===== config.mk =====
export PLATFORM = sky130hd
export DESIGN_NAME = bhtm_hist
export DESIGN_NICKNAME = d
export VERILOG_FILES = /design/src/hdl/bhtm_pkg.sv /design/src/hdl/bhtm_hist.sv
export SDC_FILE = /design/constraint.sdc
export NUM_CORES = 1
export LEC_CHECK = 0
export ABC_AREA = 1
export BUFFER_PORTS_ARGS = -buffer_cell sky130_fd_sc_hd__buf_2
export CAP_MARGIN = 0
export CORE_UTILIZATION = 55
export DETAILED_ROUTE_END_ITERATION = 12
export MAX_ROUTING_LAYER = met4
export PLACE_DENSITY_LB_ADDON = 0.1
export SYNTH_ARGS = -nofsm -noshare
export SYNTH_HDL_FRONTEND = slang
export SYNTH_SLANG_ARGS = --single-unit

===== constraint.sdc =====
create_clock -name clk -period 4 [get_ports clk]
set_clock_uncertainty 0.1 [all_clocks]
set_input_delay 0.8 -clock clk [delete_from_list [all_inputs] [get_ports clk]]
set_output_delay 0.8 -clock clk [all_outputs]
set_load 0.1 [all_outputs]

===== src/hdl/bhtm_pkg.sv =====
// shared constants, types and helpers for the binned histogram template matcher
package bhtm_pkg;

  localparam int GRID_ROWS      = 4;
  localparam int GRID_COLS      = 16;
  localparam int TEMPLATE_COUNT = 16;

  localparam int BIN_TOTAL   = GRID_ROWS * GRID_COLS;
  localparam int STORE_TOTAL = TEMPLATE_COUNT * BIN_TOTAL;
  localparam int BIN_W   = (BIN_TOTAL > 1) ? $clog2(BIN_TOTAL) : 1;
  localparam int TPL_W   = (TEMPLATE_COUNT > 1) ? $clog2(TEMPLATE_COUNT) : 1;
  localparam int STORE_W = (STORE_TOTAL > 1) ? $clog2(STORE_TOTAL) : 1;

  // fixed field widths
  localparam int CH_W       = 8;
  localparam int CNT_W      = 16;
  localparam int ERR_W      = 24;
  localparam int POS_W      = 12;
  localparam int FW_W       = 13;
  localparam int BS_W       = 11;
  localparam int IDX_W      = 4;
  localparam int ROWF_W     = 2;
  localparam int COLF_W     = 4;
  localparam int CFG_IDX_W  = 2;
  localparam int CFG_W      = 24;

  localparam logic [ERR_W-1:0] ERR_MAX = '1;
  localparam logic [CNT_W-1:0] CNT_MAX = '1;
  localparam logic [POS_W-1:0] POS_MAX = '1;
  localparam logic [FW_W-1:0]  FW_MAX  = FW_W'(1 << POS_W);

  // register indexes
  localparam logic [CFG_IDX_W-1:0] REG_BRIGHT_THRESHOLD = 2'd0;
  localparam logic [CFG_IDX_W-1:0] REG_FRAME_WIDTH      = 2'd1;
  localparam logic [CFG_IDX_W-1:0] REG_BIN_SIDE         = 2'd2;
  localparam logic [CFG_IDX_W-1:0] REG_REJECT_LIMIT     = 2'd3;

  localparam logic [CH_W-1:0]  RST_BRIGHT_THRESHOLD = 8'd128;
  localparam logic [FW_W-1:0]  RST_FRAME_WIDTH      = 13'd384;
  localparam logic [BS_W-1:0]  RST_BIN_SIDE         = 11'd16;
  localparam logic [ERR_W-1:0] RST_REJECT_LIMIT     = ERR_MAX;

  // operation codes
  localparam logic OP_LOAD  = 1'b0;
  localparam logic OP_PIXEL = 1'b1;

  typedef enum logic [2:0] {
    ST_RUN,
    ST_DRAIN,
    ST_SCAN,
    ST_WAIT,
    ST_POST
  } state_t;

  typedef struct packed {
    logic             in_grid;
    logic [BIN_W-1:0] bin;
  } bin_loc_t;

  typedef struct packed {
    logic             rd;
    logic [TPL_W-1:0] tpl;
    logic [BIN_W-1:0] bin;
  } scan_t;

  function automatic logic [STORE_W-1:0] store_addr(input int tpl, input int bin);
    return STORE_W'(tpl * BIN_TOTAL + bin);
  endfunction

endpackage


===== src/hdl/bhtm_hist.sv =====
// histogram memory with read-modify-write increment, sweep read and bulk clear
module bhtm_hist import bhtm_pkg::*; (
  input  logic             clk,
  input  logic             rst,
  input  logic             pix_inc,
  input  logic [BIN_W-1:0] pix_bin,
  input  scan_t            scan,
  input  logic             clear,
  output logic [CNT_W-1:0] rd_data
);

  logic [CNT_W-1:0]     mem [BIN_TOTAL];
  logic [BIN_TOTAL-1:0] written;
  logic [CNT_W-1:0]     raw;
  logic                 raw_ok;
  logic                 s1_v, fw_v;
  logic [BIN_W-1:0]     s1_k, fw_k, rd_addr;
  logic [CNT_W-1:0]     fw_val, cur, upd;

  assign rd_addr = scan.rd ? scan.bin : pix_bin;

  always_comb begin
    // the write landing on the same edge as our read is not in raw
    if (fw_v && (fw_k == s1_k)) begin
      cur = fw_val;
    end else begin
      cur = raw_ok ? raw : '0;
    end
    upd     = (cur == CNT_MAX) ? cur : cur + 1'b1;
    rd_data = raw_ok ? raw : '0;
  end

  always_ff @(posedge clk) begin
    if (pix_inc || scan.rd) begin
      raw <= mem[rd_addr];
    end
    if (s1_v) begin
      mem[s1_k] <= upd;
    end
    s1_k   <= pix_bin;
    fw_k   <= s1_k;
    fw_val <= upd;
  end

  always_ff @(posedge clk) begin
    if (rst) begin
      written <= '0;
      s1_v    <= 1'b0;
      fw_v    <= 1'b0;
      raw_ok  <= 1'b0;
    end else begin
      s1_v <= pix_inc;
      fw_v <= s1_v;
      if (pix_inc || scan.rd) begin
        raw_ok <= written[rd_addr];
      end
      if (clear) begin
        written <= '0;
      end else if (s1_v) begin
        written[s1_k] <= 1'b1;
      end
    end
  end

endmodule


==> results.sh, run 1 <==
export IMPL_path_cells="inv_2 -> nand2_2 -> nand2_1 -> nor2_4 -> nand2_4 -> nor2_8 -> nand2_1 -> nand2_1 -> nor2_2 -> nand2_2 -> nor2_4 -> nand2_4 -> nand3_2 -> buf_12"
export IMPL_critPathCaptureType="register"
export IMPL_die_w_microns=291
export IMPL_fmax_mhz=284
export IMPL_antenna_found_initial=1
export IMPL_postRouteAntennaNets=0
export IMPL_viasPerCell=5.86
export IMPL_tightest_slew_ns=0.795
export IMPL_maxSlewViolCount=0
export IMPL_setup_violations_final=0
export IMPL_synth_edf_count=1040
export IMPL_worstPathMaxFanout=48
export IMPL_cts_setup_buffers=0
export IMPL_ff2ff_path_depth=14
export IMPL_status="completed"
export IMPL_num_rows=105
export IMPL_cp_common_cell="nand2_1"
export IMPL_cts_sinks=1135
export IMPL_cts_hold_buf=0
export IMPL_num_vias=30000
export IMPL_synth_simple_gate_area_share_pct=13.7
export IMPL_ir_drop_mv=0.412
export IMPL_synth_mux_area_share_pct=0
export IMPL_start_kind="register"
export IMPL_setup_tns_final_ns=0
export IMPL_finalPower_uw=26000
export IMPL_coreArea_sq_um=82400
export IMPL_register_area_sq_um=33100
export IMPL_drtIter0Drc=2829
export IMPL_drive_gt1_share_pct=10.7
export IMPL_path_clk_slew_ns=0.06
export IMPL_slowest_delay_ns=0.49
export IMPL_ctsResizeCount=0
export IMPL_fillers=6357
export IMPL_seq_area_frac_synth_pct=72.0
export IMPL_h_tree_depth=3
export IMPL_place_gp_congestion=0.879
export IMPL_power_leakage_uw=0.0176
export IMPL_clock_root_buffer="clkbuf_16"
export IMPL_crit_type="reg -> reg"
export IMPL_insertion_delay_ns=0.69
export IMPL_syn_area_sq_um=46000
export IMPL_drc=0
export IMPL_fin_area_sq_um=51800
export IMPL_final_common_cell="edfxtp_1"
export IMPL_io_pins=37
export IMPL_fp_dieH_microns=291
export IMPL_period_share_pct=88.0
export IMPL_holdPathStages=1
export IMPL_slowest_stage="dfxtp_1"
export IMPL_synth_seq_cells=1135
export IMPL_multiInputGateArea_sq_um=11300
export IMPL_ys_warnings_count=0
export IMPL_start_util_pct=55.8
export IMPL_synthCells=3900
export IMPL_min_period_ns=3.52
export IMPL_synth_top_family_by_area="simple AND/OR/NAND/NOR gates"
export IMPL_hold_violations=0
export IMPL_wl_microns=118000
export IMPL_syn_nets=3921
export IMPL_area_growth_synth_to_final_pct=12.6
export IMPL_antennaDiodeCount=0
export IMPL_relSlewSlack_pct=47.0
export IMPL_rsz0062_at_grt="false"
export IMPL_grt_pass1_vias=28500
export IMPL_arrival_ns=3.79
export IMPL_cts_tree="built"
export IMPL_min_delay_path_class="in -> reg"
export IMPL_grt_max_degree=157
export IMPL_dpl_hpwl_microns=66700
export IMPL_synth_xor_area_share_pct=0
export IMPL_cp_required_ns=4.27
export IMPL_synth_adder_area_share_pct=0
export IMPL_placed_cell_area_sq_um=48100
export IMPL_max_cap_violations=0
export IMPL_cts_buffer_depth=3
export IMPL_power_density_nw_per_um2=501
export IMPL_async_flop_share_pct=0
export IMPL_io_buffers=32
export IMPL_yosysUniqueCellTypes=30
export IMPL_die_area_sq_um=84800
export IMPL_final_cell_mix="edfxtp_1, nor2_1, o21ai_0"
export IMPL_synth_compound_area_share_pct=10.6
export IMPL_nets=3977
export IMPL_synth_main_ff_cell="edfxtp_1"
export IMPL_synth_avg_cell_area_sq_um=11.8
export IMPL_grt_pass1_wl_microns=177000
export IMPL_grt_overflow_total=0
export IMPL_cts_inserted_buffers=114
export IMPL_avgRoutedWirePerCell_microns=23.0
export IMPL_dr_pass1_iters=6
export IMPL_grt_usage_pct=28.9
==> final timing paths <==
check,start,to,slack (ns)
min,pix_bin[1],s1_k[1],0.19
min reg2reg,s1_k[2],fw_k[2],0.36
max reg2reg,s1_k[0],mem[60][9],0.48
max,s1_k[0],mem[60][9],0.48
==> Yosys cell counts, types with 10 or more instances <==
cell type | number | area share, %
buf_1 | 28 | 0.23
nor2_1 | 932 | 7.6
nand3_2 | 10 | 0.22
o211ai_1 | 288 | 4.7
inv_1 | 168 | 1.4
nand2_2 | 29 | 0.39
buf_2 | 49 | 0.53
nor3_1 | 14 | 0.15
nand3_1 | 269 | 2.9
clkbuf_1 | 161 | 1.3
nand2_1 | 242 | 2.0
o21ai_1 | 16 | 0.17
dfxtp_1 | 95 | 4.1
o21ai_0 | 513 | 5.6
edfxtp_1 | 1040 | 68
==> cell families after synthesis <==
family,Yosys count
AOI/OAI and AO/OA,825
buffers and inverters,423
and+or+nand+nor,1517
DFF,1135
==> stage by stage <==
step	setup slack, ns	utilization [%]	hold slack [ns]	std cells
after global routing	0.250	62.9	0.160	5120
after detailed placement	0.486	58.5	0.349	4910
after global placement	0.541	58.5	0.344	4910
final	0.479	62.9	0.185	5120
after CTS	0.545	62.9	0.145	5120
after floorplan	0.487	-	0.232	3900
==> flip-flops by register name, indices dropped and copies added (netlist names) <==
register / cells
fw_k: 6
fw_v: 1
fw_val: 16
mem: 1024
raw: 16
raw_ok: 1
s1_k: 6
s1_v: 1
written: 64
==> layer usage <==
metal	part of all wire, %	GRT usage (%)	vias to the layer above	routed length, microns
met4	3.6	10.8	0	4200
met3	6.7	3.13	206	7960
met5	0	-	-	0
li1	-	-	14000	-
met1	43	40.0	14700	50400
met2	47	44.3	1077	55400
==> layout make-up <==
type | count | share of cell area (%)
timing repair buffer | 186 | 3.34
clock inverter | 50 | 0.930
tap | 1070 | 2.58
inverter | 177 | 1.29
clock buffer | 160 | 6.12
multi-input combinational | 2342 | 21.8
sequential | 1135 | 64.0
==> power breakdown <==
group	total, uW	internal, uW	switching [uW]
Sequential	13200	13200	34.6
Clock	10400	6020	4360
Combinational	2360	593	1770
==> critical path, delay by kind of cell, from the launching register on <==
family                 cells  cell delay (ns)
DFF                        1             0.49
buffers and inverters      2             0.48
and+or+nand+nor           12             2.06
Note: power is estimated with default switching activity, not from simulation.
==> inputs of run 2 (changes only) <==
==> constraint.sdc (replaced) <==
create_clock -name clk -period 3.9 [get_ports clk]
set_clock_uncertainty 0.1 [all_clocks]
set_input_delay 0.78 -clock clk [delete_from_list [all_inputs] [get_ports clk]]
set_output_delay 0.78 -clock clk [all_outputs]
set_load 0.1 [all_outputs]
==> run 2 against run 1 <==
Sequential power is 3% higher. Register-to-register slack worse by 0.15 ns. Design area is 0.47% higher. Routed wire length is 1.5% lower. Largest cell class unchanged. Highest routed layer unchanged.
==> results.sh, run 2 (synthesis gave the netlist of run 1 again) <==
export IMPL_cts_sinks=1135
export IMPL_io_buffers=32
export IMPL_grt_overflow_total=0
export IMPL_place_gp_congestion=0.935
export IMPL_ir_drop_mv=0.417
export IMPL_dr_pass1_iters=5
export IMPL_grt_max_degree=93
export IMPL_cp_top_family="simple AND/OR/NAND/NOR gates"
export IMPL_start_util_pct=55.8
export IMPL_rrSetupSlack_ns=0.33
export IMPL_cts_tree="built"
export IMPL_cts_hold_buf=0
export IMPL_power_density_nw_per_um2=516
export IMPL_arrival_ns=3.83
export IMPL_status="completed"
export IMPL_endpoint="mem[31][5]"
export IMPL_path_buf_inv=2
export IMPL_ctsResizeCount=0
export IMPL_fp_dieH_microns=291
export IMPL_drive_gt1_share_pct=10.7
export IMPL_largest_reg_flops=1024
export IMPL_avgRoutedWirePerCell_microns=22.7
export IMPL_grt_usage_pct=28.3
export IMPL_rsz0062_at_grt="false"
export IMPL_dpl_hpwl_microns=66000
export IMPL_path_clk_slew_ns=0.06
export IMPL_slowest_stage="buf_4"
export IMPL_clock_root_buffer="clkbuf_16"
export IMPL_min_period_ns=3.57
export IMPL_slowest_delay_ns=0.61
export IMPL_antenna_found_initial=0
export IMPL_largest_register="mem"
export IMPL_h_tree_depth=3
export IMPL_critPathCaptureType="register"
export IMPL_final_common_cell="edfxtp_1"
export IMPL_cp_depth=13
export IMPL_grt_pass1_wl_microns=173000
export IMPL_ff2ff_path_depth=13
export IMPL_drtIter0Drc=2888
export IMPL_insertion_delay_ns=0.69
export IMPL_reg_top3="mem x1024, written x64"
export IMPL_hold_slack_ns=0.118
export IMPL_setup_violations_final=0
export IMPL_num_rows=105
export IMPL_worstPathMaxFanout=65
export IMPL_tightest_slew_ns=1.18
export IMPL_crit_start="s1_k[5]"
export IMPL_wl_microns=116000
export IMPL_cts_buffer_depth=3
export IMPL_worstReg2RegEnd="mem[31][5]"
export IMPL_r2r_start="s1_k[5]"
export IMPL_die_w_microns=291
export IMPL_io_pins=37
export IMPL_num_vias=29800
export IMPL_area_growth_synth_to_final_pct=13.1
export IMPL_fmax_mhz=280
export IMPL_viasPerCell=5.81
export IMPL_crit_type="reg -> reg"
export IMPL_coreArea_sq_um=82400
export IMPL_period_share_pct=91.6
export IMPL_min_from="pix_bin[1]"
export IMPL_cts_setup_buffers=0
export IMPL_power_leakage_uw=0.0177
export IMPL_relSlewSlack_pct=21.1
export IMPL_nets=3978
export IMPL_cp_common_cell="nand2_1"
export IMPL_setup_tns_final_ns=0
export IMPL_cp_required_ns=4.16
export IMPL_final_cell_mix="edfxtp_1, nor2_1, o21ai_0"
export IMPL_start_kind="register"
export IMPL_postRouteAntennaNets=0
export IMPL_min_delay_path_class="in -> reg"
export IMPL_maxSlewViolCount=0
export IMPL_max_cap_violations=0
export IMPL_die_area_sq_um=84800
export IMPL_hold_violations=0
export IMPL_path_cells="inv_1 -> a21oi_1 -> nand2_1 -> nor2_1 -> nand2_2 -> nand2_1 -> nand2_1 -> nor2_2 -> nand2_2 -> nor2_4 -> nand2_4 -> nand3_2 -> buf_4"
export IMPL_grt_pass1_vias=27800
export IMPL_drc=0
export IMPL_cts_inserted_buffers=115
run 2: report_power, final:
| part | internal [uW] | leakage, uW | switching, uW |
|---|---|---|---|
| clock | 6310 | 0.00183 | 4540 |
| combinational | 633 | 0.00552 | 1810 |
| sequential | 13500 | 0.0103 | 35.7 |
| total | 20500 | 0.0177 | 6390 |
run 2: worst min path at each step:
stage	to	slack [ns]	cells after the start
after floorplan	fw_k[5]	0.23	0
after global placement	written[17]	0.35	2
after detailed placement	fw_k[4]	0.35	0
after CTS	s1_k[1]	0.09	1
after global routing	s1_k[1]	0.09	1
final	s1_k[1]	0.12	1
run 2: final cells by class:
class | instances | area [sq um]
Timing Repair Buffer | 186 | 1880
Clock inverter | 67 | 601
Inverter | 177 | 667
Fill cell | 6267 | 30300
Tap cell | 1070 | 1340
Antenna cell | 1 | 2.50
Sequential cell | 1135 | 33100
Clock buffer | 152 | 3140
Multi-Input combinational cell | 2342 | 11300
run 2: stage by stage:
| step | setup slack [ns] | utilization [%] | total power (uW) | cells | instance area (sq um) |
|---|---|---|---|---|---|
| 3_5_place_dp | 0.338 | 58.6 | 16300 | 4910 | 48300 |
| 5_1_grt | 0.117 | 63.2 | 27700 | 5129 | 52000 |
| 4_1_cts | 0.398 | 63.2 | 27000 | 5129 | 52000 |
| 2_1_floorplan | 0.387 | - | 15300 | 3900 | 46000 |
| 3_3_place_gp | 0.347 | 58.6 | 16200 | 4910 | 48300 |
| 6_report | 0.327 | 63.2 | 26900 | 5130 | 52000 |
run 2: metal layers:
layer	track usage (%)	up-vias	part of all wire, %
li1	-	14000	-
met1	39.6	14500	43
met2	43.3	1069	47
met3	3.39	181	6.7
met4	9.41	0	3.2
met5	-	-	0
