**src/hdl/bhtm_pkg.sv**
```systemverilog
// shared constants, types and helpers for the binned histogram template matcher
package bhtm_pkg;

  localparam int GRID_ROWS      = 4;
  localparam int GRID_COLS      = 16;
  localparam int TEMPLATE_COUNT = 16;

  localparam int BIN_TOTAL   = GRID_ROWS * GRID_COLS;
  localparam int STORE_TOTAL = TEMPLATE_COUNT * BIN_TOTAL;
  localparam int BIN_W   = (BIN_TOTAL > 1) ? $clog2(BIN_TOTAL) : 1;
  localparam int TPL_W   = (TEMPLATE_COUNT > 1) ? $clog2(TEMPLATE_COUNT) : 1;
  localparam int STORE_W = (STORE_TOTAL > 1) ? $clog2(STORE_TOTAL) : 1;

  // fixed field widths
  localparam int CH_W       = 8;
  localparam int CNT_W      = 16;
  localparam int ERR_W      = 24;
  localparam int POS_W      = 12;
  localparam int FW_W       = 13;
  localparam int BS_W       = 11;
  localparam int IDX_W      = 4;
  localparam int ROWF_W     = 2;
  localparam int COLF_W     = 4;
  localparam int CFG_IDX_W  = 2;
  localparam int CFG_W      = 24;

  localparam logic [ERR_W-1:0] ERR_MAX = '1;
  localparam logic [CNT_W-1:0] CNT_MAX = '1;
  localparam logic [POS_W-1:0] POS_MAX = '1;
  localparam logic [FW_W-1:0]  FW_MAX  = FW_W'(1 << POS_W);

  // register indexes
  localparam logic [CFG_IDX_W-1:0] REG_BRIGHT_THRESHOLD = 2'd0;
  localparam logic [CFG_IDX_W-1:0] REG_FRAME_WIDTH      = 2'd1;
  localparam logic [CFG_IDX_W-1:0] REG_BIN_SIDE         = 2'd2;
  localparam logic [CFG_IDX_W-1:0] REG_REJECT_LIMIT     = 2'd3;

  localparam logic [CH_W-1:0]  RST_BRIGHT_THRESHOLD = 8'd128;
  localparam logic [FW_W-1:0]  RST_FRAME_WIDTH      = 13'd384;
  localparam logic [BS_W-1:0]  RST_BIN_SIDE         = 11'd16;
  localparam logic [ERR_W-1:0] RST_REJECT_LIMIT     = ERR_MAX;

  // operation codes
  localparam logic OP_LOAD  = 1'b0;
  localparam logic OP_PIXEL = 1'b1;

  typedef enum logic [2:0] {
    ST_RUN,
    ST_DRAIN,
    ST_SCAN,
    ST_WAIT,
    ST_POST
  } state_t;

  typedef struct packed {
    logic             in_grid;
    logic [BIN_W-1:0] bin;
  } bin_loc_t;

  typedef struct packed {
    logic             rd;
    logic [TPL_W-1:0] tpl;
    logic [BIN_W-1:0] bin;
  } scan_t;

  function automatic logic [STORE_W-1:0] store_addr(input int tpl, input int bin);
    return STORE_W'(tpl * BIN_TOTAL + bin);
  endfunction

endpackage

```
**src/hdl/bhtm_position.sv**
```systemverilog
// raster position and bin tracking, with a serial re-divide after a bin size change
module bhtm_position import bhtm_pkg::*; (
  input  logic            clk,
  input  logic            rst,
  input  logic            adv,
  input  logic            last,
  input  logic [FW_W-1:0] frame_width,
  input  logic [BS_W-1:0] bin_side,
  input  logic            redo,
  output bin_loc_t        loc,
  output logic            busy
);

  localparam int DV_W = $clog2(POS_W);

  logic [FW_W-1:0]  fw_eff;
  logic [BS_W-1:0]  bs_eff;
  logic [POS_W-1:0] col_pos, row_pos, col_q, row_q;
  logic [BS_W-1:0]  col_r, row_r;
  logic             col_wrap, col_r_end, row_r_end;

  logic [DV_W-1:0]  dv_cnt;
  logic [POS_W-1:0] dv_cn, dv_rn, dv_cq, dv_rq;
  logic [BS_W-1:0]  dv_cr, dv_rr;
  logic [BS_W:0]    col_step, row_step;

  // one restoring division step: {quotient bit, new remainder}
  function automatic logic [BS_W:0] div_step(input logic [BS_W-1:0] rem, input logic nbit,
                                             input logic [BS_W-1:0] d);
    logic [BS_W:0] trial;
    trial = {rem, nbit};
    if (trial >= {1'b0, d}) begin
      return {1'b1, BS_W'(trial - {1'b0, d})};
    end
    return {1'b0, trial[BS_W-1:0]};
  endfunction

  always_comb begin
    if (frame_width == '0) begin
      fw_eff = FW_W'(1);
    end else if (frame_width > FW_MAX) begin
      fw_eff = FW_MAX;
    end else begin
      fw_eff = frame_width;
    end
    bs_eff    = (bin_side == '0) ? BS_W'(1) : bin_side;
    col_wrap  = (FW_W'(col_pos) + FW_W'(1)) >= fw_eff;
    col_r_end = ({1'b0, col_r} + 1'b1) == {1'b0, bs_eff};
    row_r_end = ({1'b0, row_r} + 1'b1) == {1'b0, bs_eff};
    col_step  = div_step(dv_cr, dv_cn[POS_W-1], bs_eff);
    row_step  = div_step(dv_rr, dv_rn[POS_W-1], bs_eff);
  end

  always_ff @(posedge clk) begin
    if (rst) begin
      col_pos <= '0;
      row_pos <= '0;
      col_q   <= '0;
      row_q   <= '0;
      col_r   <= '0;
      row_r   <= '0;
      busy    <= 1'b0;
      dv_cnt  <= '0;
      dv_cn   <= '0;
      dv_rn   <= '0;
      dv_cq   <= '0;
      dv_rq   <= '0;
      dv_cr   <= '0;
      dv_rr   <= '0;
    end else if (redo) begin
      busy   <= 1'b1;
      dv_cnt <= '0;
      dv_cn  <= col_pos;
      dv_rn  <= row_pos;
      dv_cq  <= '0;
      dv_rq  <= '0;
      dv_cr  <= '0;
      dv_rr  <= '0;
    end else if (busy) begin
      dv_cn <= {dv_cn[POS_W-2:0], 1'b0};
      dv_rn <= {dv_rn[POS_W-2:0], 1'b0};
      dv_cq <= {dv_cq[POS_W-2:0], col_step[BS_W]};
      dv_rq <= {dv_rq[POS_W-2:0], row_step[BS_W]};
      dv_cr <= col_step[BS_W-1:0];
      dv_rr <= row_step[BS_W-1:0];
      if (dv_cnt == DV_W'(POS_W - 1)) begin
        busy  <= 1'b0;
        col_q <= {dv_cq[POS_W-2:0], col_step[BS_W]};
        row_q <= {dv_rq[POS_W-2:0], row_step[BS_W]};
        col_r <= col_step[BS_W-1:0];
        row_r <= row_step[BS_W-1:0];
      end else begin
        dv_cnt <= dv_cnt + 1'b1;
      end
    end else if (adv) begin
      if (last) begin
        col_pos <= '0;
        row_pos <= '0;
        col_q   <= '0;
        row_q   <= '0;
        col_r   <= '0;
        row_r   <= '0;
      end else if (col_wrap) begin
        col_pos <= '0;
        col_q   <= '0;
        col_r   <= '0;
        // rows stick at the last position of a very tall frame
        if (row_pos < POS_MAX) begin
          row_pos <= row_pos + 1'b1;
          if (row_r_end) begin
            row_r <= '0;
            row_q <= row_q + 1'b1;
          end else begin
            row_r <= row_r + 1'b1;
          end
        end
      end else begin
        col_pos <= col_pos + 1'b1;
        if (col_r_end) begin
          col_r <= '0;
          col_q <= col_q + 1'b1;
        end else begin
          col_r <= col_r + 1'b1;
        end
      end
    end
  end

  always_comb begin
    loc.in_grid = (row_q < POS_W'(GRID_ROWS)) && (col_q < POS_W'(GRID_COLS));
    loc.bin     = BIN_W'(int'(row_q) * GRID_COLS + int'(col_q));
  end

endmodule

```
**config.mk**
```make
export PLATFORM = sky130hd
export DESIGN_NAME = bhtm_position
export DESIGN_NICKNAME = d
export VERILOG_FILES = /design/src/hdl/bhtm_pkg.sv /design/src/hdl/bhtm_position.sv
export SDC_FILE = /design/constraint.sdc
export NUM_CORES = 1
export LEC_CHECK = 0
export BUFFER_PORTS_ARGS = -buffer_cell sky130_fd_sc_hd__buf_2
export CORE_ASPECT_RATIO = 1.4
export CORE_UTILIZATION = 45
export CTS_BUF_LIST = sky130_fd_sc_hd__clkbuf_4
export DETAILED_ROUTE_END_ITERATION = 16
export PLACE_DENSITY = 0.58
export REMOVE_ABC_BUFFERS = 1
export SYNTH_ARGS = -nofsm -noshare
export SYNTH_HDL_FRONTEND = slang
export SYNTH_SLANG_ARGS = --single-unit
```
**constraint.sdc**
```tcl
create_clock -name clk -period 5.3 [get_ports clk]
set_input_delay 1.06 -clock clk [delete_from_list [all_inputs] [get_ports clk]]
set_output_delay 1.06 -clock clk [all_outputs]
set_load 0.005 [all_outputs]
```
==> run_summary.xml, run 1 <==
<?xml version="1.0" encoding="UTF-8"?>
<metrics>
  <group name="run_status">
    <metric name="status" unit="">completed</metric>
  </group>
  <group name="synthesis">
    <metric name="synth.lib_cells_used.distinct" unit="">93</metric>
    <metric name="cell_count_after_synthesis" unit="">1154</metric>
    <metric name="synth-edff-count" unit="">0</metric>
    <metric name="synth-async-reset-ratio" unit="%">0</metric>
    <metric name="mappedNetlistArea" unit="sq um">9240</metric>
    <metric name="synth-warning-count" unit="">0</metric>
    <metric name="syn-mean-instance-area" unit="sq um">8.00</metric>
    <metric name="yosysSeqAreaShare" unit="%">31.0</metric>
    <metric name="yosys_reg_bits" unit="">143</metric>
    <metric name="dominantRegCellSynth" unit="">dfxtp_1</metric>
  </group>
  <group name="worst_hold_path">
    <metric name="min_delay_path_depth" unit="">2</metric>
    <metric name="hold_path.startpoint" unit="">dv_rq[3]</metric>
    <metric name="whs_endpoint" unit="">dv_rq[3]</metric>
    <metric name="worstHoldPathType" unit="">flip-flop to flip-flop</metric>
  </group>
  <group name="drt">
    <metric name="avgRoutedWirePerCell" unit="microns">18.0</metric>
    <metric name="drt_pass1_iterations" unit="">5</metric>
    <metric name="post_drt_via_cell_ratio" unit="">5.94</metric>
    <metric name="totalWireLength" unit="microns">25500</metric>
    <metric name="drt_first_iter_violations" unit="">418</metric>
    <metric name="drtAntennaViolNets" unit="">0</metric>
    <metric name="via_count" unit="">8403</metric>
    <metric name="drc" unit="">0</metric>
  </group>
  <group name="setup_path">
    <metric name="cp.arrival" unit="ns">5.03</metric>
    <metric name="critPathRequiredTime" unit="ns">5.75</metric>
    <metric name="regToRegSetupSlack" unit="ns">0.72</metric>
    <metric name="r2r_start" unit="">col_pos[0]</metric>
    <metric name="cpMaxStageDelayCell" unit="">nor2_1</metric>
    <metric name="critical-path-top-cell-by-count" unit="">and3_1</metric>
    <metric name="critPathMaxFanout" unit="">17</metric>
    <metric name="startpoint_type" unit="">flip-flop</metric>
    <metric name="ff2ff_path_depth" unit="">13</metric>
    <metric name="reg_to_reg_end" unit="">col_q[2]</metric>
    <metric name="slowest_delay" unit="ns">1.03</metric>
    <metric name="crit_path_cell_trace" unit="">and3_1 &gt; and3_1 &gt; and3_1 &gt; and3_1 &gt; nand3_1 &gt; xnor2_1 &gt; ha_1 &gt; a21o_1 &gt; a211oi_1 &gt; o31ai_4 &gt; nor2_1 &gt; a32oi_1 &gt; o32ai_1</metric>
    <metric name="setup.worst_path.end_class" unit="">flip-flop</metric>
    <metric name="start_to_end_type_of_the_worst_setup_path" unit="">flip-flop to flip-flop</metric>
  </group>
  <group name="clock_tree">
    <metric name="cts_root_buffer" unit="">clkbuf_4</metric>
    <metric name="cts_setup_buffers" unit="">0</metric>
    <metric name="tritoncts" unit="">built</metric>
    <metric name="number_of_gates_resized_after_cts" unit="">0</metric>
    <metric name="cts-buffers-inserted" unit="">17</metric>
    <metric name="postCtsHoldBufs" unit="">0</metric>
    <metric name="worst_skew_pair.late_latency" unit="ns">0.56</metric>
    <metric name="clk_pin_slew" unit="ns">0.12</metric>
    <metric name="clock-sinks" unit="">143</metric>
    <metric name="cts_max_level" unit="">4</metric>
    <metric name="clk_path_buf_depth" unit="">2</metric>
  </group>
  <group name="die">
    <metric name="ioPinCount" unit="">37</metric>
    <metric name="dieArea" unit="sq um">21100</metric>
    <metric name="fp.dieW" unit="microns">123</metric>
    <metric name="placement_rows" unit="">61</metric>
    <metric name="initial_utilization" unit="%">46.2</metric>
    <metric name="die_h" unit="microns">172</metric>
    <metric name="floorplan.core_area" unit="sq um">20000</metric>
  </group>
  <group name="place">
    <metric name="gp_routability_congestion" unit="">0.899</metric>
    <metric name="io_buffer_count" unit="">36</metric>
    <metric name="post-dp-hpwl" unit="microns">18100</metric>
  </group>
  <group name="sta">
    <metric name="hold_viol_final" unit="">0</metric>
    <metric name="setup-violations-final" unit="">0</metric>
    <metric name="timing_worst_slew_pin_value" unit="ns">1.27</metric>
    <metric name="final_max_slew_viol_count" unit="">0</metric>
    <metric name="setup_repair_after_global_routing_missed_its_margin" unit="">no</metric>
    <metric name="worst_case_hold_slack" unit="ns">0.472</metric>
    <metric name="period_needed" unit="ns">4.58</metric>
    <metric name="timing.slew.headroom" unit="%">15.1</metric>
    <metric name="min_period_over_period" unit="%">86.4</metric>
    <metric name="fmax" unit="GHz">0.218</metric>
    <metric name="fin_worst_skew" unit="ns">0.0369</metric>
  </group>
  <group name="layout">
    <metric name="flow.area_growth_from_synthesis" unit="%">5.91</metric>
    <metric name="fillCellCount" unit="">2079</metric>
    <metric name="finalNetCount" unit="">1225</metric>
    <metric name="final_layout_size_suffix_gt1_share" unit="%">9.29</metric>
  </group>
  <group name="global_routing">
    <metric name="global_route.overflow_total" unit="">0</metric>
    <metric name="grt_pass1_vias" unit="">8051</metric>
    <metric name="grt_first_pass_wirelength" unit="microns">40900</metric>
    <metric name="largest_net_degree_at_the_start_of_global_routing" unit="">82</metric>
    <metric name="grtUsageTotal" unit="%">24.9</metric>
    <metric name="grt_antenna_before_repair" unit="">1</metric>
  </group>
  <group name="power">
    <metric name="worst_ir_drop_vdd" unit="mV">0.129</metric>
    <metric name="p_per_area" unit="nW/um^2">221</metric>
    <metric name="power" unit="mW">2.16</metric>
    <metric name="total_leakage_power" unit="nW">3.66</metric>
  </group>
  <group name="job">
    <metric name="cap_violations" unit="">0</metric>
  </group>
</metrics>
flip-flops by register name, indices dropped and copies added, names as in the netlist, 11 cells and up:
name and count:
col_r 11, dv_rn 12, col_pos 12, dv_cn 12
dv_cr 11, dv_rq 11, dv_rr 11, row_r 11
row_pos 12, row_q 12, col_q 12, dv_cq 11
kinds of logic (layout without fill, tap and decap cells):
| kind of cell | Yosys count | count (layout) | synth area share, % |
|---|---|---|---|
| XOR/XNOR | 65 | 65 | 6.33 |
| adder cells (fa/ha/maj) | 46 | 46 | 6.37 |
| AO/OA/AOI/OAI | 305 | 305 | 22.5 |
| AND/OR/NAND/NOR | 441 | 441 | 23.1 |
| other | 0 | 1 | 0 |
| buffers and inverters | 102 | 110 | 5.11 |
| multiplexers | 52 | 52 | 5.66 |
| flip-flops | 143 | 143 | 31.0 |
routing by layer:
layer  vias up  routed length (microns)  global-route usage (%)
met5         -                        0                       0
met4         0                      883                    11.0
met3        36                      710                    3.58
met2       161                    13000                    45.2
met1      4006                    10800                    28.5
li1       4200                        -                       -
cells in the final DEF (no fill, tap or decap), types with 4 or more instances in the layout:
master and n:
xor2_1 35, a211oi_1 19, nor2_1 141, a31oi_1 10
or2_2 6, clkbuf_4 17, buf_4 10, o21bai_1 4
nand2b_1 10, nand4_1 20, a21oi_1 119, bufinv_16 4
xnor2_1 29, nor3_1 32, and3_1 26, inv_1 33
a22oi_1 10, nand3_1 35, o21a_1 8, o32ai_1 9
nor4_1 18, ha_1 43, or3_1 5, nand3b_1 12
buf_2 36, a21o_1 13, clkinv_1 4, mux2i_1 50
o21ai_0 42, dfxtp_1 142, a221oi_1 5, nor2b_1 6
a311oi_1 5, or4_1 5, o211ai_1 8, nand2_1 106
worst max path at each step:
stage / slack [ns] / end / cells after the start / startpoint
6_report: 0.72 / col_q[2] / 13 / col_pos[0]
5_1_grt: 0.36 / col_q[2] / 13 / col_pos[0]
4_1_cts: 0.75 / col_q[9] / 13 / col_pos[0]
3_5_place_dp: 0.70 / row_r[6] / 14 / bin_side[1]
3_3_place_gp: 0.73 / row_r[9] / 14 / bin_side[1]
2_1_floorplan: -0.43 / row_r[6] / 6 / busy
where the power goes:
part / internal, mW / switching, mW
registers: 1.09 / 0.0255
logic: 0.103 / 0.189
clock network: 0.364 / 0.396
final cells by class:
type,count,area (sq um),area share [%]
antenna,1,2.50,0.0256
clock buffer,17,128,1.30
clock inverter,13,171,1.75
inverter,34,128,1.30
multi-input combinational,909,5910,60.5
sequential,143,2870,29.3
tap,252,315,3.22
timing repair buffer,46,255,2.61
critical path, delay by kind of cell, from the launching register on:
kind | cells | cell delay (ns)
compound gates | 5 | 1.36
xor+xnor | 1 | 0.22
fa+ha+maj | 1 | 0.28
simple gates | 6 | 2.16
flops | 1 | 0.46
synth_stat cells, types with 9 or more instances:
cell | n | share of area [%]
nand3_1 | 35 | 1.9
clkbuf_1 | 33 | 1.3
ha_1 | 43 | 5.8
buf_2 | 12 | 0.65
a31oi_1 | 10 | 0.68
a22oi_1 | 10 | 0.81
nand3b_1 | 12 | 0.98
buf_4 | 9 | 0.73
nor2_1 | 141 | 5.7
a21oi_1 | 119 | 6.4
xnor2_1 | 29 | 2.8
o32ai_1 | 9 | 0.85
nand2_1 | 106 | 4.3
inv_1 | 33 | 1.3
and3_1 | 26 | 1.8
buf_1 | 9 | 0.37
nor4_1 | 18 | 1.2
nand4_1 | 20 | 1.4
o21ai_0 | 42 | 2.3
nor3_1 | 32 | 1.7
a21o_1 | 13 | 1.1
a211oi_1 | 19 | 1.5
xor2_1 | 35 | 3.3
nand2b_1 | 10 | 0.68
mux2i_1 | 50 | 5.4
dfxtp_1 | 143 | 31
stage by stage:
stage	instance area (sq um)	setup WS, ns	std cells	util (%)	TNS, ns
finish	9780	0.720	1415	48.9	0
CTS	9780	0.751	1414	48.9	0
detailed placement	9480	0.705	1384	47.4	0
global placement	9480	0.729	1384	47.4	0
global route	9780	0.362	1415	48.9	0
floorplan	8890	-0.432	1086	-	-6.81
Note: power is estimated with default switching activity, not from simulation.
==> run 2, diff against run 1 <==
--- a/config.mk
+++ b/config.mk
@@ -5,7 +5,7 @@
 export SDC_FILE = /design/constraint.sdc
 export NUM_CORES = 1
 export LEC_CHECK = 0
-export BUFFER_PORTS_ARGS = -buffer_cell sky130_fd_sc_hd__buf_2
+export BUFFER_PORTS_ARGS = -buffer_cell sky130_fd_sc_hd__buf_4
 export CORE_ASPECT_RATIO = 1.4
 export CORE_UTILIZATION = 45
 export CTS_BUF_LIST = sky130_fd_sc_hd__clkbuf_4
==> constraint.sdc (replaced) <==
create_clock -name clk -period 4.5 [get_ports clk]
set_input_delay 0.9 -clock clk [delete_from_list [all_inputs] [get_ports clk]]
set_output_delay 0.9 -clock clk [all_outputs]
set_load 0.005 [all_outputs]
==> run_summary.xml, run 2 (synthesis results as in run 1) <==
<?xml version="1.0" encoding="UTF-8"?>
<metrics>
  <group name="layout">
    <metric name="fillCellCount" unit="">2023</metric>
    <metric name="final_layout_size_suffix_gt1_share" unit="%">10.1</metric>
    <metric name="finalNetCount" unit="">1229</metric>
    <metric name="flow.area_growth_from_synthesis" unit="%">7.00</metric>
    <metric name="most-common-layout-cells" unit="">dfxtp_1 (142), nor2_1 (140), a21oi_1 (119)</metric>
    <metric name="post-route-util" unit="%">49.4</metric>
    <metric name="layout_commonest_cell" unit="">dfxtp_1</metric>
  </group>
  <group name="sta">
    <metric name="minimum_setup_slack_in_the_final_design" unit="ns">0.401</metric>
    <metric name="timing_worst_slew_pin_value" unit="ns">0.962</metric>
    <metric name="period_needed" unit="ns">4.10</metric>
    <metric name="final_max_slew_viol_count" unit="">0</metric>
    <metric name="hold_viol_final" unit="">0</metric>
    <metric name="setup_repair_after_global_routing_missed_its_margin" unit="">no</metric>
    <metric name="min_period_over_period" unit="%">91.1</metric>
    <metric name="timing.slew.headroom" unit="%">35.9</metric>
    <metric name="setup-violations-final" unit="">0</metric>
    <metric name="fin_worst_skew" unit="ns">0.0244</metric>
    <metric name="fmax" unit="GHz">0.244</metric>
  </group>
  <group name="drt">
    <metric name="drt_pass1_iterations" unit="">5</metric>
    <metric name="totalWireLength" unit="microns">25500</metric>
    <metric name="drt_first_iter_violations" unit="">514</metric>
    <metric name="avgRoutedWirePerCell" unit="microns">17.9</metric>
    <metric name="drc" unit="">0</metric>
    <metric name="post_drt_via_cell_ratio" unit="">5.88</metric>
    <metric name="drtAntennaViolNets" unit="">0</metric>
    <metric name="via_count" unit="">8351</metric>
  </group>
  <group name="clock_tree">
    <metric name="clk_pin_slew" unit="ns">0.12</metric>
    <metric name="cts_max_level" unit="">4</metric>
    <metric name="clock-sinks" unit="">143</metric>
    <metric name="tritoncts" unit="">built</metric>
    <metric name="cts-buffers-inserted" unit="">17</metric>
    <metric name="clk_path_buf_depth" unit="">2</metric>
    <metric name="cts_root_buffer" unit="">clkbuf_4</metric>
    <metric name="worst_skew_pair.late_latency" unit="ns">0.58</metric>
  </group>
  <group name="global_routing">
    <metric name="gr_met2_demand_resource" unit="%">45.0</metric>
    <metric name="grt_use_met1" unit="%">29.5</metric>
    <metric name="grt_util_met3" unit="%">3.28</metric>
    <metric name="global_route_hottest_layer" unit="">met2</metric>
    <metric name="grtUsageTotal" unit="%">25.1</metric>
    <metric name="grt_pass1_vias" unit="">8037</metric>
    <metric name="largest_net_degree_at_the_start_of_global_routing" unit="">82</metric>
    <metric name="grt_antenna_before_repair" unit="">1</metric>
    <metric name="grt_first_pass_wirelength" unit="microns">41000</metric>
    <metric name="global_route.overflow_total" unit="">0</metric>
  </group>
  <group name="job">
    <metric name="cap_violations" unit="">0</metric>
  </group>
  <group name="power">
    <metric name="worst_ir_drop_vdd" unit="mV">0.195</metric>
    <metric name="total_leakage_power" unit="nW">3.69</metric>
    <metric name="p_per_area" unit="nW/um^2">252</metric>
    <metric name="power" unit="mW">2.49</metric>
  </group>
  <group name="setup_path">
    <metric name="slowest_delay" unit="ns">0.43</metric>
    <metric name="critical_path_source" unit="">col_pos[0]</metric>
    <metric name="setup.worst_path.end" unit="">col_r[4]</metric>
    <metric name="ff2ff_path_depth" unit="">14</metric>
    <metric name="setup.worst_path.end_class" unit="">flip-flop</metric>
    <metric name="r2r_start" unit="">col_pos[0]</metric>
    <metric name="critPathRequiredTime" unit="ns">4.99</metric>
    <metric name="startpoint_type" unit="">flip-flop</metric>
    <metric name="critPathMaxFanout" unit="">15</metric>
    <metric name="cpMaxStageDelayCell" unit="">dfxtp_1</metric>
    <metric name="cp.arrival" unit="ns">4.59</metric>
    <metric name="critical-path-top-cell-by-count" unit="">and3_1</metric>
    <metric name="start_to_end_type_of_the_worst_setup_path" unit="">flip-flop to flip-flop</metric>
    <metric name="crit_path_cell_trace" unit="">and3_1 &gt; and3_1 &gt; and3_1 &gt; and3_1 &gt; nand3_1 &gt; xnor2_1 &gt; ha_1 &gt; a21o_1 &gt; a211oi_1 &gt; o31ai_4 &gt; a211o_1 &gt; buf_4 &gt; or4_1 &gt; a31oi_1</metric>
    <metric name="reg_to_reg_end" unit="">col_r[4]</metric>
    <metric name="regToRegSetupSlack" unit="ns">0.40</metric>
  </group>
  <group name="die">
    <metric name="ioPinCount" unit="">37</metric>
    <metric name="dieArea" unit="sq um">21100</metric>
    <metric name="fp.dieW" unit="microns">123</metric>
    <metric name="die_h" unit="microns">172</metric>
    <metric name="placement_rows" unit="">61</metric>
    <metric name="floorplan.core_area" unit="sq um">20000</metric>
    <metric name="initial_utilization" unit="%">46.2</metric>
  </group>
  <group name="place">
    <metric name="post-dp-hpwl" unit="microns">18700</metric>
    <metric name="io_buffer_count" unit="">36</metric>
    <metric name="gp_routability_congestion" unit="">0.914</metric>
    <metric name="preCtsSetupSlack" unit="ns">0.243</metric>
  </group>
  <group name="run_status">
    <metric name="status" unit="">completed</metric>
  </group>
  <group name="worst_hold_path">
    <metric name="worstHoldPathType" unit="">flip-flop to flip-flop</metric>
  </group>
</metrics>
[run 2: cell count changes in the layout (fill, tap and decap cells not counted)]
cell and delta:
buf_2 -36, clkbuf_4 +1, nor2_2 +1, clkinv_1 -3, clkinvlp_4 +3, clkinv_4 +1
bufinv_16 -2, clkinv_2 +1, nor2_1 -1, inv_4 +1, buf_4 +40
[run 2: metrics by stage]
stage / cells / setup TNS [ns] / hold slack (ns) / instance area [sq um]
4_1_cts: 1420 / 0 / 0.479 / 9880
6_report: 1421 / 0 / 0.477 / 9880
3_5_place_dp: 1388 / 0 / 0.461 / 9600
3_3_place_gp: 1388 / 0 / 0.454 / 9600
2_1_floorplan: 1086 / -47.65 / 0.445 / 8890
5_1_grt: 1421 / 0 / 0.515 / 9880
[run 2: routing by layer]
layer | wire length [microns] | vias up
li1 | - | 4217
met1 | 10900 | 3908
met2 | 12900 | 180
met3 | 822 | 46
met4 | 871 | 0
met5 | 0 | -
[run 2: cell type report]
type / instances / area (sq um) / area share, %
clock inverter: 14 / 143 / 1.44
tap: 252 / 315 / 3.19
inverter: 34 / 128 / 1.29
timing repair buffer: 50 / 375 / 3.80
clock buffer: 18 / 135 / 1.37
multi-input combinational: 909 / 5920 / 59.9
antenna: 1 / 2.50 / 0.0253
sequential: 143 / 2870 / 29.0
[run 2: power by group]
part | internal [mW] | switching, mW
registers | 1.28 | 0.0262
logic | 0.132 | 0.226
clock network | 0.333 | 0.493
total | 1.75 | 0.745
[run 2: worst min path at each step]
| stage | startpoint | to | cells past startpoint |
|---|---|---|---|
| 3_5_place_dp | dv_rq[2] | dv_rq[2] | 2 |
| 4_1_cts | dv_rq[2] | dv_rq[2] | 2 |
| 2_1_floorplan | dv_rq[2] | dv_rq[2] | 2 |
| 6_report | dv_rq[3] | dv_rq[3] | 2 |
| 3_3_place_gp | dv_rq[2] | dv_rq[2] | 2 |
| 5_1_grt | dv_rr[10] | dv_rr[10] | 2 |
[run 2: critical path: cells and delay by family (launching register included)]
kind,cells,cell delay (ns)
buf+inv,1,0.24
simple gates,6,1.50
fa+ha+maj,1,0.28
compound gates,5,1.37
xor+xnor,1,0.21
flops,1,0.43
[run 2: what timing repair did]
action	CTS	global route
hold buffers	0	0
setup endpoints to repair	0	5
setup buffers	0	0
resized for setup	0	1
hold endpoints to repair	0	0
==> run 3, diff against run 2 <==
--- a/config.mk
+++ b/config.mk
@@ -5,13 +5,14 @@
 export SDC_FILE = /design/constraint.sdc
 export NUM_CORES = 1
 export LEC_CHECK = 0
-export BUFFER_PORTS_ARGS = -buffer_cell sky130_fd_sc_hd__buf_4
 export CORE_ASPECT_RATIO = 1.4
 export CORE_UTILIZATION = 45
 export CTS_BUF_LIST = sky130_fd_sc_hd__clkbuf_4
 export DETAILED_ROUTE_END_ITERATION = 16
-export PLACE_DENSITY = 0.58
+export DONT_BUFFER_PORTS = 1
+export PLACE_DENSITY = 0.57
 export REMOVE_ABC_BUFFERS = 1
+export SETUP_SLACK_MARGIN = 0.5
 export SYNTH_ARGS = -nofsm -noshare
 export SYNTH_HDL_FRONTEND = slang
 export SYNTH_SLANG_ARGS = --single-unit
==> constraint.sdc (replaced) <==
create_clock -name clk -period 4.35 [get_ports clk]
set_input_delay 0.87 -clock clk [delete_from_list [all_inputs] [get_ports clk]]
set_output_delay 0.87 -clock clk [all_outputs]
set_load 0.005 [all_outputs]
==> run_summary.xml, run 3 (synthesis results as in run 1) <==
<?xml version="1.0" encoding="UTF-8"?>
<metrics>
  <group name="layout">
    <metric name="most-common-layout-cells" unit="">nor2_1 (141), dfxtp_1 (139), a21oi_1 (119)</metric>
    <metric name="fillCellCount" unit="">2025</metric>
    <metric name="finalNetCount" unit="">1194</metric>
    <metric name="final_layout_size_suffix_gt1_share" unit="%">8.65</metric>
    <metric name="layout_commonest_cell" unit="">nor2_1</metric>
    <metric name="flow.area_growth_from_synthesis" unit="%">5.38</metric>
    <metric name="post-route-util" unit="%">48.7</metric>
  </group>
  <group name="clock_tree">
    <metric name="tritoncts" unit="">built</metric>
    <metric name="postCtsHoldBufs" unit="">0</metric>
    <metric name="clock-sinks" unit="">143</metric>
    <metric name="worst_skew_pair.late_latency" unit="ns">0.57</metric>
    <metric name="cts_root_buffer" unit="">clkbuf_4</metric>
    <metric name="cts_max_level" unit="">4</metric>
    <metric name="cts-buffers-inserted" unit="">17</metric>
    <metric name="clk_pin_slew" unit="ns">0.15</metric>
    <metric name="clk_path_buf_depth" unit="">2</metric>
  </group>
  <group name="setup_path">
    <metric name="worstPathBufferInverterCount" unit="">0</metric>
    <metric name="cpMaxStageDelayCell" unit="">or4_1</metric>
    <metric name="start_to_end_type_of_the_worst_setup_path" unit="">flip-flop to flip-flop</metric>
    <metric name="startpoint_type" unit="">flip-flop</metric>
    <metric name="critical_path_source" unit="">col_pos[0]</metric>
    <metric name="cp_top_family" unit="">simple AND/OR/NAND/NOR gates</metric>
    <metric name="critPathRequiredTime" unit="ns">4.87</metric>
    <metric name="slowest_delay" unit="ns">0.48</metric>
    <metric name="critPathMaxFanout" unit="">7</metric>
    <metric name="crit_path_cell_trace" unit="">and3_4 &gt; and3_4 &gt; and3_4 &gt; and3_4 &gt; nand3_2 &gt; xnor2_2 &gt; ha_1 &gt; a21o_1 &gt; a211oi_2 &gt; o31ai_4 &gt; a211o_4 &gt; or4_1 &gt; a21o_1 &gt; a21oi_1</metric>
    <metric name="setup.worst_path.end_class" unit="">flip-flop</metric>
    <metric name="cp.arrival" unit="ns">4.18</metric>
    <metric name="r2r_start" unit="">col_pos[0]</metric>
    <metric name="critical-path-top-cell-by-count" unit="">and3_4</metric>
  </group>
  <group name="die">
    <metric name="floorplan.core_area" unit="sq um">20000</metric>
    <metric name="placement_rows" unit="">61</metric>
    <metric name="fp.dieW" unit="microns">123</metric>
    <metric name="initial_utilization" unit="%">46.2</metric>
    <metric name="ioPinCount" unit="">37</metric>
    <metric name="die_h" unit="microns">172</metric>
    <metric name="dieArea" unit="sq um">21100</metric>
  </group>
  <group name="global_routing">
    <metric name="global_route.overflow_total" unit="">0</metric>
    <metric name="grtUsageTotal" unit="%">25.1</metric>
    <metric name="grt_antenna_before_repair" unit="">1</metric>
    <metric name="grt_first_pass_wirelength" unit="microns">41200</metric>
    <metric name="grt_pass1_vias" unit="">8027</metric>
    <metric name="largest_net_degree_at_the_start_of_global_routing" unit="">83</metric>
  </group>
  <group name="drt">
    <metric name="drt_pass1_iterations" unit="">5</metric>
    <metric name="drt_first_iter_violations" unit="">445</metric>
    <metric name="totalWireLength" unit="microns">25500</metric>
    <metric name="avgRoutedWirePerCell" unit="microns">18.4</metric>
    <metric name="via_count" unit="">8262</metric>
    <metric name="drtAntennaViolNets" unit="">0</metric>
    <metric name="post_drt_via_cell_ratio" unit="">5.96</metric>
    <metric name="drc" unit="">0</metric>
  </group>
  <group name="place">
    <metric name="io_buffer_count" unit="">0</metric>
    <metric name="preCtsSetupSlack" unit="ns">0.189</metric>
    <metric name="post-dp-hpwl" unit="microns">18700</metric>
    <metric name="gp_routability_congestion" unit="">0.872</metric>
  </group>
  <group name="power">
    <metric name="worst_ir_drop_vdd" unit="mV">0.179</metric>
    <metric name="p_per_area" unit="nW/um^2">266</metric>
    <metric name="total_leakage_power" unit="nW">3.52</metric>
    <metric name="power" unit="mW">2.59</metric>
  </group>
  <group name="sta">
    <metric name="setup_repair_after_global_routing_missed_its_margin" unit="">no</metric>
    <metric name="fin_worst_skew" unit="ns">0.0283</metric>
    <metric name="setup-violations-final" unit="">0</metric>
    <metric name="hold_viol_final" unit="">0</metric>
    <metric name="timing.slew.headroom" unit="%">49.7</metric>
    <metric name="worst_case_hold_slack" unit="ns">0.358</metric>
    <metric name="period_needed" unit="ns">3.66</metric>
    <metric name="final_max_slew_viol_count" unit="">0</metric>
    <metric name="fmax" unit="GHz">0.273</metric>
    <metric name="timing_worst_slew_pin_value" unit="ns">0.747</metric>
    <metric name="min_period_over_period" unit="%">84.2</metric>
    <metric name="minimum_setup_slack_in_the_final_design" unit="ns">0.686</metric>
  </group>
  <group name="worst_hold_path">
    <metric name="hold_path.startpoint" unit="">rst</metric>
    <metric name="worstHoldPathType" unit="">primary input to flip-flop</metric>
  </group>
  <group name="job">
    <metric name="cap_violations" unit="">0</metric>
  </group>
  <group name="run_status">
    <metric name="status" unit="">completed</metric>
  </group>
</metrics>
-- run 3: changes by cell type in the layout (fill, tap and decap cells not counted), moves of 2 or more --
cell,delta
buf_6,+2
clkinvlp_4,+2
buf_4,-37
clkinv_4,-2
dfxtp_1,-3
clkinv_2,-2
and3_1,-9
dfxtp_4,+2
and3_4,+8
-- run 3: final cells by class --
| cell class | count | area (sq um) | share of cell area [%] |
|---|---|---|---|
| Clock buffer | 18 | 135 | 1.39 |
| Timing Repair Buffer | 15 | 120 | 1.23 |
| Multi-Input combinational cell | 909 | 5990 | 61.5 |
| Sequential cell | 143 | 2880 | 29.5 |
| Inverter | 34 | 128 | 1.31 |
| Tap cell | 252 | 315 | 3.24 |
| Antenna cell | 1 | 2.50 | 0.0257 |
| Clock inverter | 14 | 166 | 1.71 |
-- run 3: path summary, 6_finish.rpt --
path                endpoint  slack, ns  cells past startpoint
hold reg to reg     dv_rq[3]       0.47                      2
hold / removal    col_pos[4]       0.36                      1
setup / recovery   col_r[10]       0.69                     14
setup reg to reg   col_r[10]       0.69                     14
-- run 3: layer usage --
layer,track usage [%],share of wire (%),vias to the layer above
met4,12.1,3.8,0
met3,3.98,3.2,49
li1,-,-,4129
met5,0,0,-
met2,45.9,52,146
met1,28.0,41,3938
-- run 3: where the power goes --
| group | leakage [nW] | switching [mW] | internal, mW |
|---|---|---|---|
| registers | 1.16 | 0.0262 | 1.32 |
| logic | 2.22 | 0.202 | 0.117 |
| clock network | 0.145 | 0.516 | 0.403 |
-- run 3: timing repair --
action	CTS	global route
gates resized for setup	8	20
pin swaps	1	3
endpoints found under the setup margin	52	52
hold endpoints to repair	0	0
setup buffers	0	2
-- run 3: worst register-to-register path, cell delays in order, from the launching register on --
cell	delay, ns
dfxtp_4	0.41
and3_4	0.21
and3_4	0.21
and3_4	0.22
and3_4	0.22
nand3_2	0.09
xnor2_2	0.16
ha_1	0.32
a21o_1	0.19
a211oi_2	0.26
o31ai_4	0.18
a211o_4	0.41
or4_1	0.48
a21o_1	0.18
a21oi_1	0.10
-- run 3: per-stage QoR --
step	instance area [sq um]	cells	setup TNS, ns
after floorplan	8890	1086	-60.01
after global placement	9320	1351	0
after detailed placement	9320	1351	0
after CTS	9650	1383	0
after global routing	9730	1386	0
final	9730	1386	0
